**config.mk**
```make
export PLATFORM = sky130hd
export DESIGN_NAME = arp_overhead_header_insert_remove_core
export DESIGN_NICKNAME = d
export VERILOG_FILES = /design/src/ohir_pkg.sv /design/src/arp_overhead_header_insert_remove_core.sv /design/src/ohir_front.sv /design/src/ohir_queue.sv /design/src/ohir_back.sv
export VERILOG_INCLUDE_DIRS = /design/src /design/src/src
export SDC_FILE = /design/constraint.sdc
export NUM_CORES = 1
export LEC_CHECK = 0
export BUFFER_PORTS_ARGS = -buffer_cell sky130_fd_sc_hd__buf_2
export CELL_PAD_IN_SITES_DETAIL_PLACEMENT = 1
export CELL_PAD_IN_SITES_GLOBAL_PLACEMENT = 1
export CORE_ASPECT_RATIO = 0.75
export CORE_MARGIN = 3
export CORE_UTILIZATION = 50
export DETAILED_ROUTE_END_ITERATION = 7
export GPL_TIMING_DRIVEN = 0
export MAX_ROUTING_LAYER = met4
export PLACE_DENSITY_LB_ADDON = 0.08
export SLEW_MARGIN = 20
export SYNTH_ARGS = -nofsm -noshare
export SYNTH_HDL_FRONTEND = slang
export SYNTH_HIERARCHICAL = 1
export SYNTH_SLANG_ARGS = --single-unit
```
**constraint.sdc**
```tcl
create_clock -name clk -period 4.6 [get_ports clk]
set_input_delay 0.69 -clock clk [delete_from_list [all_inputs] [get_ports clk]]
set_output_delay 0.69 -clock clk [all_outputs]
set_load 0.05 [all_outputs]
```
**src/arp_overhead_header_insert_remove_core_macros.svh**
```systemverilog
// ---------------------------------------------------------------------------
// ARP overhead rewriter assertion macros
// Shared concurrent check wrappers, clocked on clk, held off during reset.
// ---------------------------------------------------------------------------
`ifndef ARP_OVERHEAD_HEADER_INSERT_REMOVE_CORE_MACROS_SVH
`define ARP_OVERHEAD_HEADER_INSERT_REMOVE_CORE_MACROS_SVH

// cons must hold in the same cycle as ante
`define OHIR_ASSERT_SAME(lbl, ante, cons, msg) \
  lbl: assert property (@(posedge clk) disable iff (!rst_n) (ante) |-> (cons)) \
    else $error(msg);

// cons must hold in the cycle after ante
`define OHIR_ASSERT_NEXT(lbl, ante, cons, msg) \
  lbl: assert property (@(posedge clk) disable iff (!rst_n) (ante) |=> (cons)) \
    else $error(msg);

`endif

```
**src/ohir_pkg.sv**
```systemverilog
// ---------------------------------------------------------------------------
// ohir_pkg
// Types and constants shared by the ARP overhead rewriter modules.
// ---------------------------------------------------------------------------
package ohir_pkg;

  // hold store index width, covers the largest hold depth (10 + 16 nonce bytes)
  localparam int HOLD_IDX_W = 5;
  localparam int QUEUE_DEPTH = 4;

  localparam logic [15:0] ARP_ETYPE      = 16'h0806;
  localparam logic [15:0] VLAN_ETYPE     = 16'h8100;
  localparam logic [15:0] PRIV_ETYPE_RST = 16'h88B6;

  // ethertype offsets without and with a VLAN tag
  localparam int ETYPE_OFF      = 12;
  localparam int VLAN_ETYPE_OFF = 16;
  // hold slot of the policy byte
  localparam int POLICY_IDX = 2;
  // minimum ARP body length
  localparam int MIN_BODY = 28;
  // length of the ARP body signature checked on detach
  localparam int SIG_LEN = 6;

  // status codes
  localparam logic [1:0] ST_REWRITTEN = 2'd0;
  localparam logic [1:0] ST_PASSED    = 2'd1;
  localparam logic [1:0] ST_SHORT     = 2'd2;

  // config register indexes
  localparam logic CFG_DIRECTION  = 1'b0;
  localparam logic CFG_PRIV_ETYPE = 1'b1;

  // direction codes
  localparam logic DIR_ATTACH = 1'b0;
  localparam logic DIR_DETACH = 1'b1;

  // work items passed from classifier to emitter
  typedef enum logic [6:0] {
    OP_BYTE    = 7'b0000001,  // emit b
    OP_PAIR    = 7'b0000010,  // emit a, then b
    OP_INSERT  = 7'b0000100,  // emit private ethertype, tag a, core, nonce
    OP_STORE2  = 7'b0001000,  // hold[0] = a, hold[1] = b
    OP_STORE   = 7'b0010000,  // hold[idx] = b
    OP_FLUSH   = 7'b0100000,  // hold[idx] = b, emit hold[0..idx]
    OP_RESTORE = 7'b1000000   // hold[idx] = b, emit ARP ethertype and body head
  } op_kind_t;

  typedef struct packed {
    op_kind_t              kind;
    logic [HOLD_IDX_W-1:0] idx;
    logic [7:0]            a;
    logic [7:0]            b;
    logic                  last;
    logic [1:0]            status;
    logic [7:0]            fpol;
    logic                  pvld;
  } op_t;

  typedef struct packed {
    logic valid;
    op_t  op;
  } queue_head_t;

  // expected leading ARP body bytes: htype 1, ptype 0x0800, hlen 6, plen 4
  function automatic logic [7:0] body_sig(input logic [2:0] k);
    logic [7:0] v;
    case (k)
      3'd0:    v = 8'h00;
      3'd1:    v = 8'h01;
      3'd2:    v = 8'h08;
      3'd3:    v = 8'h00;
      3'd4:    v = 8'h06;
      3'd5:    v = 8'h04;
      default: v = 8'h00;
    endcase
    return v;
  endfunction

endpackage

```
**src/arp_overhead_header_insert_remove_core.sv**
```systemverilog
// ---------------------------------------------------------------------------
// arp_overhead_header_insert_remove_core
// ARP overhead header insert/remove for Ethernet byte streams.
// Accepted bytes pass through the item queue and the output register. One byte
// per cycle when the output is not stalled; an insert emits 4+NONCE_BYTES bytes,
// a detach flush up to 10+NONCE_BYTES, a restore 8, set by the one-byte output
// port; the four-entry item queue holds input back while they drain.
// Reset: synchronous, active low; clears frame state and config registers.
// ---------------------------------------------------------------------------
`include "arp_overhead_header_insert_remove_core_macros.svh"

module arp_overhead_header_insert_remove_core #(
  parameter int NONCE_BYTES     = 12,
  parameter int MAX_FRAME_BYTES = 2048
) (
  input  logic        clk,
  input  logic        rst_n,
  // input stream
  input  logic        in_tvalid,
  output logic        in_tready,
  input  logic [15:0] in_tdata,   // [7:0] data_byte, [15:8] policy_tag
  input  logic        in_tlast,
  // output stream
  output logic        out_tvalid,
  input  logic        out_tready,
  output logic [23:0] out_tdata,  // [7:0] out_byte, [9:8] status,
                                  // [17:10] found_policy, [18] policy_valid
  output logic        out_tlast,
  // config write channel
  input  logic        cfg_valid,
  output logic        cfg_ready,
  input  logic        cfg_index,
  input  logic [15:0] cfg_data
);

  logic                  dir_r;
  logic [15:0]           pe_r;
  logic                  q_push;
  ohir_pkg::op_t         q_op;
  logic                  q_full;
  ohir_pkg::queue_head_t q_head;
  logic                  q_pop;
  logic [7:0]            o_byte;
  logic [1:0]            o_status;
  logic [7:0]            o_fpol;
  logic                  o_pvld;

  // config registers
  assign cfg_ready = 1'b1;

  always_ff @(posedge clk) begin
    if (!rst_n) begin
      dir_r <= ohir_pkg::DIR_ATTACH;
      pe_r  <= ohir_pkg::PRIV_ETYPE_RST;
    end else if (cfg_valid) begin
      case (cfg_index)
        ohir_pkg::CFG_DIRECTION:  dir_r <= cfg_data[0];
        ohir_pkg::CFG_PRIV_ETYPE: pe_r  <= cfg_data;
        default: ;
      endcase
    end
  end

  // classifier
  ohir_front #(
    .NONCE_BYTES     (NONCE_BYTES),
    .MAX_FRAME_BYTES (MAX_FRAME_BYTES)
  ) u_front (
    .clk        (clk),
    .rst_n      (rst_n),
    .in_valid   (in_tvalid),
    .in_ready   (in_tready),
    .in_byte    (in_tdata[7:0]),
    .in_last    (in_tlast),
    .in_tag     (in_tdata[15:8]),
    .direction  (dir_r),
    .priv_etype (pe_r),
    .push       (q_push),
    .push_op    (q_op),
    .q_full     (q_full)
  );

  // item queue
  ohir_queue u_queue (
    .clk     (clk),
    .rst_n   (rst_n),
    .push    (q_push),
    .push_op (q_op),
    .full    (q_full),
    .head    (q_head),
    .pop     (q_pop)
  );

  // emitter
  ohir_back #(
    .NONCE_BYTES (NONCE_BYTES)
  ) u_back (
    .clk        (clk),
    .rst_n      (rst_n),
    .head       (q_head),
    .pop        (q_pop),
    .priv_etype (pe_r),
    .out_valid  (out_tvalid),
    .out_ready  (out_tready),
    .out_byte   (o_byte),
    .out_last   (out_tlast),
    .out_status (o_status),
    .out_fpol   (o_fpol),
    .out_pvld   (o_pvld)
  );

  assign out_tdata = {5'b00000, o_pvld, o_fpol, o_status, o_byte};

  // checks
  `OHIR_ASSERT_SAME(a_status_on_last, out_tvalid && !out_tlast, out_tdata[9:8] == ohir_pkg::ST_REWRITTEN, "status set on a beat that is not last")
  `OHIR_ASSERT_SAME(a_policy_zero, out_tvalid && !out_tdata[18], out_tdata[17:10] == 8'h00, "policy byte shown without policy_valid")
  `OHIR_ASSERT_SAME(a_pop_nonempty, q_pop, q_head.valid, "emitter popped an empty queue")
  `OHIR_ASSERT_NEXT(a_cfg_dir, cfg_valid && cfg_ready && cfg_index == ohir_pkg::CFG_DIRECTION, dir_r == $past(cfg_data[0]), "direction write lost")

endmodule

```
**src/ohir_front.sv**
```systemverilog
// ---------------------------------------------------------------------------
// ohir_front
// Input classifier: tracks frame position and phase, decides the ethertype
// handling and pushes one work item per input byte, bar a held ethertype byte.
// ---------------------------------------------------------------------------
module ohir_front #(
  parameter int NONCE_BYTES     = 12,
  parameter int MAX_FRAME_BYTES = 2048
) (
  input  logic              clk,
  input  logic              rst_n,
  input  logic              in_valid,
  output logic              in_ready,
  input  logic [7:0]        in_byte,
  input  logic              in_last,
  input  logic [7:0]        in_tag,
  input  logic              direction,
  input  logic [15:0]       priv_etype,
  output logic              push,
  output ohir_pkg::op_t     push_op,
  input  logic              q_full
);

  localparam int HOLD_DEPTH = 10 + NONCE_BYTES;
  localparam int SIG_START  = 4 + NONCE_BYTES;
  localparam int POS_W      = $clog2(MAX_FRAME_BYTES);
  localparam int POS_MAX    = MAX_FRAME_BYTES - 1;
  localparam int IW         = ohir_pkg::HOLD_IDX_W;

  typedef enum logic [3:0] {
    PH_HEAD = 4'b0001,
    PH_PASS = 4'b0010,
    PH_OVH  = 4'b0100,
    PH_BODY = 4'b1000
  } phase_t;

  logic [POS_W-1:0] pos_r, pos_nxt;
  phase_t           phase_r, phase_nxt;
  logic             vlan_r, vlan_nxt;
  logic [7:0]       tag_r, tag_nxt;
  logic             outcome_r, outcome_nxt;
  logic [7:0]       h0_r, h0_nxt;
  logic             match_r, match_nxt;

  logic             fire;
  logic [POS_W-1:0] etoff;
  logic [POS_W-1:0] next_pos;
  logic [IW-1:0]    idx;
  logic [IW-1:0]    sig_diff;
  logic             in_sig;
  logic             sig_ok;
  logic [15:0]      etype;
  logic [7:0]       tag_cur;
  logic             outcome_cur;
  logic             push_c;
  ohir_pkg::op_t    op_c;

  assign in_ready = !q_full;
  assign fire     = in_valid && in_ready;

  // position helpers
  assign etoff    = vlan_r ? POS_W'(ohir_pkg::VLAN_ETYPE_OFF) : POS_W'(ohir_pkg::ETYPE_OFF);
  assign next_pos = (pos_r == POS_W'(POS_MAX)) ? pos_r : pos_r + 1'b1;
  assign idx      = IW'(pos_r - etoff);
  assign etype    = {h0_r, in_byte};

  // running check of the ARP body signature while held
  assign sig_diff = idx - IW'(SIG_START);
  assign in_sig   = (idx >= IW'(SIG_START));
  assign sig_ok   = (in_byte == ohir_pkg::body_sig(sig_diff[2:0]));

  // tag and policy flag as seen by this byte's output
  always_comb begin
    tag_cur     = tag_r;
    outcome_cur = outcome_r;
    if (phase_r == PH_HEAD && pos_r == '0) begin
      tag_cur = in_tag;
    end
    if (phase_r == PH_OVH && idx == IW'(ohir_pkg::POLICY_IDX)) begin
      tag_cur     = in_byte;
      outcome_cur = 1'b1;
    end
  end

  // classification and next state
  always_comb begin
    push_c      = 1'b0;
    op_c.kind   = ohir_pkg::OP_BYTE;
    op_c.idx    = idx;
    op_c.a      = h0_r;
    op_c.b      = in_byte;
    op_c.last   = in_last;
    op_c.status = ohir_pkg::ST_PASSED;
    op_c.fpol   = outcome_cur ? tag_cur : 8'h00;
    op_c.pvld   = outcome_cur;
    pos_nxt     = pos_r;
    phase_nxt   = phase_r;
    vlan_nxt    = vlan_r;
    tag_nxt     = tag_r;
    outcome_nxt = outcome_r;
    h0_nxt      = h0_r;
    match_nxt   = match_r;
    if (fire) begin
      tag_nxt     = tag_cur;
      outcome_nxt = outcome_cur;
      pos_nxt     = next_pos;
      case (phase_r)
        PH_HEAD: begin
          if (pos_r < etoff) begin
            push_c = 1'b1;
          end else if (pos_r == etoff) begin
            if (in_last) begin
              push_c = 1'b1;
            end else begin
              h0_nxt = in_byte;
            end
          end else if (!vlan_r && etype == ohir_pkg::VLAN_ETYPE) begin
            push_c    = 1'b1;
            op_c.kind = ohir_pkg::OP_PAIR;
            vlan_nxt  = 1'b1;
          end else if (in_last) begin
            push_c    = 1'b1;
            op_c.kind = ohir_pkg::OP_PAIR;
          end else if (direction == ohir_pkg::DIR_ATTACH && etype == ohir_pkg::ARP_ETYPE) begin
            push_c      = 1'b1;
            op_c.kind   = ohir_pkg::OP_INSERT;
            op_c.a      = tag_cur;
            op_c.status = ohir_pkg::ST_REWRITTEN;
            phase_nxt   = PH_BODY;
            pos_nxt     = '0;
          end else if (direction == ohir_pkg::DIR_DETACH && etype == priv_etype) begin
            push_c    = 1'b1;
            op_c.kind = ohir_pkg::OP_STORE2;
            phase_nxt = PH_OVH;
            match_nxt = 1'b1;
          end else begin
            push_c    = 1'b1;
            op_c.kind = ohir_pkg::OP_PAIR;
            phase_nxt = PH_PASS;
          end
        end
        PH_OVH: begin
          push_c    = 1'b1;
          op_c.kind = ohir_pkg::OP_STORE;
          if (in_sig && !sig_ok) begin
            match_nxt = 1'b0;
          end
          if (in_last) begin
            op_c.kind = ohir_pkg::OP_FLUSH;
          end else if (idx == IW'(HOLD_DEPTH - 1)) begin
            if (match_r && sig_ok) begin
              op_c.kind   = ohir_pkg::OP_RESTORE;
              op_c.status = ohir_pkg::ST_REWRITTEN;
              phase_nxt   = PH_BODY;
              pos_nxt     = POS_W'(ohir_pkg::SIG_LEN);
            end else begin
              op_c.kind = ohir_pkg::OP_FLUSH;
              phase_nxt = PH_PASS;
            end
          end
        end
        PH_BODY: begin
          push_c      = 1'b1;
          op_c.status = (next_pos < POS_W'(ohir_pkg::MIN_BODY)) ?
                        ohir_pkg::ST_SHORT : ohir_pkg::ST_REWRITTEN;
        end
        default: begin
          push_c = 1'b1;
        end
      endcase
      // frame end: back to header phase
      if (in_last) begin
        phase_nxt   = PH_HEAD;
        vlan_nxt    = 1'b0;
        outcome_nxt = 1'b0;
        pos_nxt     = '0;
      end
    end
  end

  assign push    = push_c;
  assign push_op = op_c;

  // control state
  always_ff @(posedge clk) begin
    if (!rst_n) begin
      pos_r     <= '0;
      phase_r   <= PH_HEAD;
      vlan_r    <= 1'b0;
      tag_r     <= 8'h00;
      outcome_r <= 1'b0;
      match_r   <= 1'b0;
    end else begin
      pos_r     <= pos_nxt;
      phase_r   <= phase_nxt;
      vlan_r    <= vlan_nxt;
      tag_r     <= tag_nxt;
      outcome_r <= outcome_nxt;
      match_r   <= match_nxt;
    end
  end

  // first ethertype byte
  always_ff @(posedge clk) begin
    h0_r <= h0_nxt;
  end

endmodule

```
**src/ohir_queue.sv**
```systemverilog
// ---------------------------------------------------------------------------
// ohir_queue
// Short FIFO of work items between classifier and emitter.
// ---------------------------------------------------------------------------
module ohir_queue (
  input  logic                  clk,
  input  logic                  rst_n,
  input  logic                  push,
  input  ohir_pkg::op_t         push_op,
  output logic                  full,
  output ohir_pkg::queue_head_t head,
  input  logic                  pop
);

  localparam int DEPTH = ohir_pkg::QUEUE_DEPTH;
  localparam int PTR_W = $clog2(DEPTH);

  ohir_pkg::op_t    mem_r [DEPTH];
  logic [PTR_W-1:0] wr_ptr_r, wr_ptr_nxt;
  logic [PTR_W-1:0] rd_ptr_r, rd_ptr_nxt;
  logic [PTR_W:0]   count_r, count_nxt;
  logic             do_push;
  logic             do_pop;

  assign full       = (count_r == (PTR_W + 1)'(DEPTH));
  assign head.valid = (count_r != '0);
  assign head.op    = mem_r[rd_ptr_r];

  assign do_push = push && !full;
  assign do_pop  = pop && head.valid;

  // pointer and fill update
  always_comb begin
    wr_ptr_nxt = do_push ? wr_ptr_r + 1'b1 : wr_ptr_r;
    rd_ptr_nxt = do_pop ? rd_ptr_r + 1'b1 : rd_ptr_r;
    count_nxt  = count_r;
    if (do_push && !do_pop) begin
      count_nxt = count_r + 1'b1;
    end else if (do_pop && !do_push) begin
      count_nxt = count_r - 1'b1;
    end
  end

  always_ff @(posedge clk) begin
    if (!rst_n) begin
      wr_ptr_r <= '0;
      rd_ptr_r <= '0;
      count_r  <= '0;
    end else begin
      wr_ptr_r <= wr_ptr_nxt;
      rd_ptr_r <= rd_ptr_nxt;
      count_r  <= count_nxt;
    end
  end

  // entry storage
  always_ff @(posedge clk) begin
    if (do_push) begin
      mem_r[wr_ptr_r] <= push_op;
    end
  end

endmodule

```
**src/ohir_back.sv**
```systemverilog
// ---------------------------------------------------------------------------
// ohir_back
// Emitter: expands work items into output beats, owns the hold store and
// the output register.
// ---------------------------------------------------------------------------
module ohir_back #(
  parameter int NONCE_BYTES = 12
) (
  input  logic                  clk,
  input  logic                  rst_n,
  input  ohir_pkg::queue_head_t head,
  output logic                  pop,
  input  logic [15:0]           priv_etype,
  output logic                  out_valid,
  input  logic                  out_ready,
  output logic [7:0]            out_byte,
  output logic                  out_last,
  output logic [1:0]            out_status,
  output logic [7:0]            out_fpol,
  output logic                  out_pvld
);

  localparam int HOLD_DEPTH   = 10 + NONCE_BYTES;
  localparam int HIDX_W       = $clog2(HOLD_DEPTH);
  localparam int CW           = ohir_pkg::HOLD_IDX_W;
  localparam int INSERT_BEATS = 4 + NONCE_BYTES;
  // two ethertype beats plus the checked body bytes
  localparam int RESTORE_BEATS = 2 + ohir_pkg::SIG_LEN;
  // restore read offset; beat 2 reads hold slot 4 + NONCE_BYTES
  localparam int RESTORE_OFF  = 2 + NONCE_BYTES;

  ohir_pkg::op_t op;
  logic [7:0]    hold_r [HOLD_DEPTH];
  logic [CW-1:0] cnt_r, cnt_nxt;
  logic [CW-1:0] last_cnt;
  logic          final_beat;
  logic          is_store;
  logic          emit_ok;
  logic          beat;
  logic [CW-1:0] rd_sel;
  logic [7:0]    rd_data;
  logic [7:0]    beat_byte;
  logic          beat_last;
  logic          wr_en;
  logic          wr0_en;

  logic          out_valid_r, out_valid_nxt;
  logic [7:0]    out_byte_r;
  logic          out_last_r;
  logic [1:0]    out_status_r;
  logic [7:0]    out_fpol_r;
  logic          out_pvld_r;

  assign op = head.op;

  // beats per item
  always_comb begin
    case (op.kind)
      ohir_pkg::OP_PAIR:    last_cnt = CW'(1);
      ohir_pkg::OP_INSERT:  last_cnt = CW'(INSERT_BEATS - 1);
      ohir_pkg::OP_FLUSH:   last_cnt = op.idx;
      ohir_pkg::OP_RESTORE: last_cnt = CW'(RESTORE_BEATS - 1);
      default:              last_cnt = '0;
    endcase
  end

  assign is_store   = (op.kind == ohir_pkg::OP_STORE) || (op.kind == ohir_pkg::OP_STORE2);
  assign emit_ok    = !out_valid_r || out_ready;
  assign beat       = head.valid && !is_store && emit_ok;
  assign final_beat = (cnt_r == last_cnt);
  assign pop        = head.valid && (is_store || (emit_ok && final_beat));
  assign cnt_nxt    = beat ? (final_beat ? '0 : cnt_r + 1'b1) : cnt_r;

  // hold store writes: stores at once, flush and restore on their first beat
  assign wr_en  = head.valid && (is_store ||
                  (beat && cnt_r == '0 &&
                   (op.kind == ohir_pkg::OP_FLUSH || op.kind == ohir_pkg::OP_RESTORE)));
  assign wr0_en = head.valid && (op.kind == ohir_pkg::OP_STORE2);

  always_ff @(posedge clk) begin
    if (wr_en) begin
      hold_r[op.idx[HIDX_W-1:0]] <= op.b;
    end
    if (wr0_en) begin
      hold_r[0] <= op.a;
    end
  end

  // hold store read
  assign rd_sel  = (op.kind == ohir_pkg::OP_RESTORE) ? cnt_r + CW'(RESTORE_OFF) : cnt_r;
  assign rd_data = hold_r[rd_sel[HIDX_W-1:0]];

  // beat data
  always_comb begin
    case (op.kind)
      ohir_pkg::OP_PAIR: begin
        beat_byte = (cnt_r == '0) ? op.a : op.b;
      end
      ohir_pkg::OP_INSERT: begin
        if (cnt_r == CW'(0)) begin
          beat_byte = priv_etype[15:8];
        end else if (cnt_r == CW'(1)) begin
          beat_byte = priv_etype[7:0];
        end else if (cnt_r == CW'(ohir_pkg::POLICY_IDX)) begin
          beat_byte = op.a;
        end else begin
          beat_byte = 8'h00;
        end
      end
      ohir_pkg::OP_FLUSH: begin
        beat_byte = rd_data;
      end
      ohir_pkg::OP_RESTORE: begin
        if (cnt_r == CW'(0)) begin
          beat_byte = ohir_pkg::ARP_ETYPE[15:8];
        end else if (cnt_r == CW'(1)) begin
          beat_byte = ohir_pkg::ARP_ETYPE[7:0];
        end else begin
          beat_byte = rd_data;
        end
      end
      default: begin
        beat_byte = op.b;
      end
    endcase
  end

  assign beat_last = final_beat && op.last;

  // output register
  assign out_valid_nxt = beat ? 1'b1 : (out_ready ? 1'b0 : out_valid_r);

  always_ff @(posedge clk) begin
    if (!rst_n) begin
      out_valid_r <= 1'b0;
      cnt_r       <= '0;
    end else begin
      out_valid_r <= out_valid_nxt;
      cnt_r       <= cnt_nxt;
    end
  end

  always_ff @(posedge clk) begin
    if (beat) begin
      out_byte_r   <= beat_byte;
      out_last_r   <= beat_last;
      out_status_r <= beat_last ? op.status : ohir_pkg::ST_REWRITTEN;
      out_fpol_r   <= op.fpol;
      out_pvld_r   <= op.pvld;
    end
  end

  assign out_valid  = out_valid_r;
  assign out_byte   = out_byte_r;
  assign out_last   = out_last_r;
  assign out_status = out_status_r;
  assign out_fpol   = out_fpol_r;
  assign out_pvld   = out_pvld_r;

endmodule

```
# Word-level counts from Yosys, hierarchy flattened
# Memory sizes are Yosys's and may differ from the RTL's. A register that Yosys moved wholly into a read port is not among the register bits.
# Index checks and enable logic that the tools add are counted.
[totals] memories=2 wordCells=217 reg_bits=84 output_inout_bits=28 ram_bits=336
[classes] muxes=94 reduce_logical=48 add_sub_neg=9 n_bitwise=4 n_eq_ne=38 magnitude_cmp=3
[mem_list] memory="u_back.hold_r" depth=22 width=8 read_ports=1 rd_ports_with_merged_regs=0 write_ports=2 line="ohir_back.sv:33" rtl="logic [7:0] hold_r [HOLD_DEPTH];"
[mem_list] memory="u_queue.mem_r" depth=4 width=40 read_ports=1 rd_ports_with_merged_regs=1 write_ports=1 line="ohir_queue.sv:18" rtl="ohir_pkg::op_t mem_r [DEPTH];"
[op_table] operator="$mux 8" count=16
[op_table] operator="$mux 11" count=8
[op_table] operator="$mux 7" count=9
[op_table] operator="$mux 4" count=8
[op_table] operator="$pmux 8 s4" count=1
[op_table] operator="$mux 1" count=29
[op_table] operator="$pmux 11 s2" count=1
[op_table] operator="$logic_and 1x1->1" count=21
[op_table] operator="$mux 2" count=10
[op_table] operator="$pmux 5 s4" count=1
[op_table] operator="$ne 2x2->1 const B" count=9
[op_table] operator="$eq 16x12->1 const B" count=1
[op_table] operator="$eq 16x16->1" count=1
[op_table] operator="$eq 16x16->1 const B" count=1
[op_table] operator="$pmux 4 s4" count=1
[op_table] operator="$mux 5" count=3
[op_table] operator="$pmux 7 s2" count=1
[op_table] operator="$ne 3x3->1 const B" count=4
[op_table] operator="$add 11x1->11 const B" count=1
[op_table] operator="$eq 11x11->1 const B" count=1
[op_table] operator="$eq 11x5->1" count=1
[op_table] operator="$logic_not 11->1" count=1
[op_table] operator="$lt 11x5->1" count=1
[op_table] operator="$lt 11x5->1 const B" count=1
[op_table] operator="other kinds (38)" count=65

# Depth between registers and ports, before layout
[logic_depth] depth_word=12 depth_mapped=19

# Cells and area by module
# The synthesis kept the hierarchy.
[modules_own_cells] mod="ohir_back" n_inst=1 seq_area_each_um2=6005.8 area_each_um2=9584.2 cells_each=691
[modules_own_cells] mod="ohir_queue" n_inst=1 seq_area_each_um2=4984.8 area_each_um2=6307.3 cells_each=257
[modules_own_cells] mod="ohir_front" n_inst=1 seq_area_each_um2=760.7 area_each_um2=2802.7 cells_each=353
[modules_own_cells] mod="arp_overhead_header_insert_remove_core" n_inst=1 seq_area_each_um2=340.3 area_each_um2=798.3 cells_each=87

# Least setup slack after synthesis
# Ideal clock, no wire load.
[synth_timing] path_kind="flip-flop to flip-flop" startpoint="register (tool-made name)" endpoint="register u_queue.count_r[2]" arrival_ns=4.026 path_buffers=4 slack_ns=0.498 stages_incl_launch_ff=20 t_required_ns=4.524 cell_sequence="dfxtp_1 buf_6 buf_12 mux4_2 buf_6 or4_1 buf_6 a211oi_1 xnor2_1 nand3_1 a21oi_1 o211ai_1 a21boi_1 o31ai_2 ha_1 inv_1 fa_1 xor2_1 or3_1 a21boi_0"
[synth_rtl] item="to (signal assigned)" line="ohir_queue.sv:52" rtl="count_r <= count_nxt;"
[synth_rtl] item="to (decl)" line="ohir_queue.sv:21" rtl="logic [PTR_W:0] count_r, count_nxt;"

==> flow_metrics.tcl <==
set metrics [dict create \
    status "finished, final reports clean" \
    relSlewSlack_pct 39.9 \
    wl_per_cell_um 28.3 \
    synthArstFlopShare_pct 0 \
    numPlacedInstances 1955 \
    irDropWorstVdd_uv 325 \
    fin_cells 2045 \
    root_buffer "clkbuf_16" \
    dpl_cell_area_mm2 0.0205 \
    die_y_um 177 \
    most-common-layout-cells "edfxtp_1 (364), nand2_1 (88), nor2_1 (78)" \
    grt_max_degree 41 \
    critPathBufInv 5 \
    drtIter0Drc 1574 \
    hold_class "primary input to flip-flop" \
    ant_nets 0 \
    synth_seq_cells 422 \
    dpl.hpwl_um 40400 \
    crit_slowest_cell "dfxtp_1" \
    via_per_inst 6.38 \
    power_leakage_uw 0.00729 \
    cp_max_fo 10 \
    clk_pin_slew_ns 0.06 \
    synth_ff_type "edfxtp_1" \
    min_period_ns 4.49 \
    finalInstanceArea_mm2 0.0221 \
    arrival_ns 4.79 \
    dr.pass1.iters 5 \
    grt_usage_pct 29.1 \
    syn_area_mm2 0.0195 \
    routabilityCongestion 0.951 \
    worst_setup_path_end_kind "flip-flop" \
    fillers 3675 \
    critPathRequiredTime_ns 4.90 \
    drc_errors 0 \
    worst_pin_slew_ns 0.899 \
    grt_pass1_vias 13150 \
    cpLargestDelayFamily "buffers and inverters" \
    rows 61 \
    power_uw 10700 \
    area_growth_pct 13.2 \
    seq_area_frac_synth_pct 62.0 \
    critPathLaunchType "flip-flop" \
    overflow 0 \
    period_share_pct 97.5 \
    cpPeakStageDelay_ns 0.47 \
    syn_inst 1388 \
    finalClockSkew_ns 0.0214 \
    yosysUniqueCellTypes 100 \
    cts_tree "built" \
    max_freq_mhz 223 \
    totalWireLength_um 57900 \
    grt_antenna_before_repair 1 \
    whs_ns 0.384 \
    final_net_count 1566 \
    yosysWarnings 6 \
    maxSlewViolCount 0 \
    min_from "cfg_data[1]" \
    drive_gt1_share_pct 23.0 \
    clkLatencyLatePin_ns 0.56 \
    critPathKind "flip-flop to flip-flop" \
    fp.dieW_um 234 \
    die_area_mm2 0.0414 \
    htree_levels 2 \
    vias 13041 \
    mostFrequentLayoutCell "edfxtp_1" \
    ios 67 \
    synth_edf_count 364 \
    final_util_pct 58.4 \
    maxCapViolCount 0 \
    pwr_density_cell_mw_per_mm2 483 \
    cts_buffers 43 \
    avgSynthCellArea_um2 14.0 \
    io_buffers 58 \
    grt_pass1_wl_um 85300 \
    cp_cell_sequence "clkbuf_4, mux4_2, buf_4, nor4_4, buf_4, and3_1, buf_2, xor2_2, clkbuf_4, mux2i_1, mux2i_1, a22o_1, or3_1" \
    core_region_area_mm2 0.0378 \
    setup_violations 0 \
    clock-sinks 422 \
    start_util_pct 51.6 \
    final_hold_viol_count 0 \
    cts_buffer_depth 3 \
]
cell type report:
cell class,instances,area [µm²],area share [%]
repair buffers,72,415,1.88
inverters,29,109,0.493
diodes,1,2.50,0.0113
well taps,504,631,2.86
clock inverters,13,98.8,0.448
plain buffers,95,623,2.82
multi-input cells,844,6870,31.1
flip-flops and latches,422,12100,54.8
clock buffers,65,1220,5.55
Yosys cell counts (all sizes together), types with 13 or more instances:
master	number	share of area (%)
ha	18	1.2
mux2	14	0.81
nor3	23	0.65
clkbuf	40	0.78
a21oi	41	1.2
inv	27	0.52
mux4	65	7.5
o21ai	63	1.7
buf	57	2.4
xnor2	31	1.4
nand3	52	1.3
dfxtp	58	6.0
edfxtp	364	56
nand2	88	1.7
nand4	28	0.90
a211oi	15	0.67
mux2i	56	2.9
and3	13	0.42
o211ai	13	0.68
nor2	101	2.1
and2	20	0.65
what timing repair did:
action | 4_1_cts | 5_1_grt
resized for setup | 21 | 32
pin swaps | 2 | 4
endpoints found under the setup margin | 154 | 185
hold buffers | 0 | 0
cloned | 0 | 0
buffers inserted | 3 | 10
per-layer routing:
metal / vias up / global-route usage, % / part of all wire [%]
li1: 5632 / - / -
met1: 6744 / 43.7 / 45
met2: 590 / 39.8 / 43
met3: 75 / 8.24 / 11
met4: 0 / 5.53 / 1.5
met5: - / - / 0
registers in the layout (all words and copies together) (netlist names), 3 cells and up, named ones only:
name and count:
u_back/hold_r 176, u_queue/mem_r 160, pe_r 16, u_front/pos_r 11
u_back/out_byte 8, u_back/out_fpol 8, u_front/h0_r 8, u_front/tag_r 8
u_back/cnt_r 5, u_front/phase_r 4, u_queue/count_r 3
worst paths after layout:
path / endpoint / slack, ns / cells after the start
max: u_back/out_byte[1] / 0.11 / 13
min: pe_r[1] / 0.38 / 3
max reg2reg: u_back/out_byte[1] / 0.11 / 13
min reg2reg: u_front/tag_r[6] / 0.47 / 2
through the flow:
step / worst slack [ns] / TNS, ns
finish: 0.113 / 0
global route: -0.00151 / -0.00272
CTS: -0.220 / -8.53
detailed placement: -0.406 / -22.04
global placement: -0.311 / -27.59
floorplan: 0.498 / 0
power breakdown:
| part | switching (µW) | internal, µW | leakage, µW | total, µW |
|---|---|---|---|---|
| logic | 1730 | 786 | 0.00287 | 2520 |
| clock network | 1470 | 1860 | 0.000651 | 3330 |
| registers | 102 | 4700 | 0.00378 | 4810 |
worst register-to-register path, cell delays in order (launching register included):
cell	delay [ns]
dfxtp_1	0.47
clkbuf_4	0.31
mux4_2	0.43
buf_4	0.19
nor4_4	0.30
buf_4	0.20
and3_1	0.18
buf_2	0.27
xor2_2	0.37
clkbuf_4	0.37
mux2i_1	0.24
mux2i_1	0.22
a22o_1	0.31
or3_1	0.39
kinds of logic (layout without fill, tap and decap cells):
group / Yosys count / count (layout) / share of synthesized area (%)
xor+xnor: 37 / 37 / 1.74
buf+inv: 126 / 274 / 3.71
flops: 422 / 422 / 62.0
simple gates: 405 / 405 / 11.0
compound gates: 241 / 241 / 8.92
mux: 135 / 135 / 11.2
other cells: 2 / 7 / 0.0385
fa+ha+maj: 20 / 20 / 1.36
(Power assumes the default switching activity.)
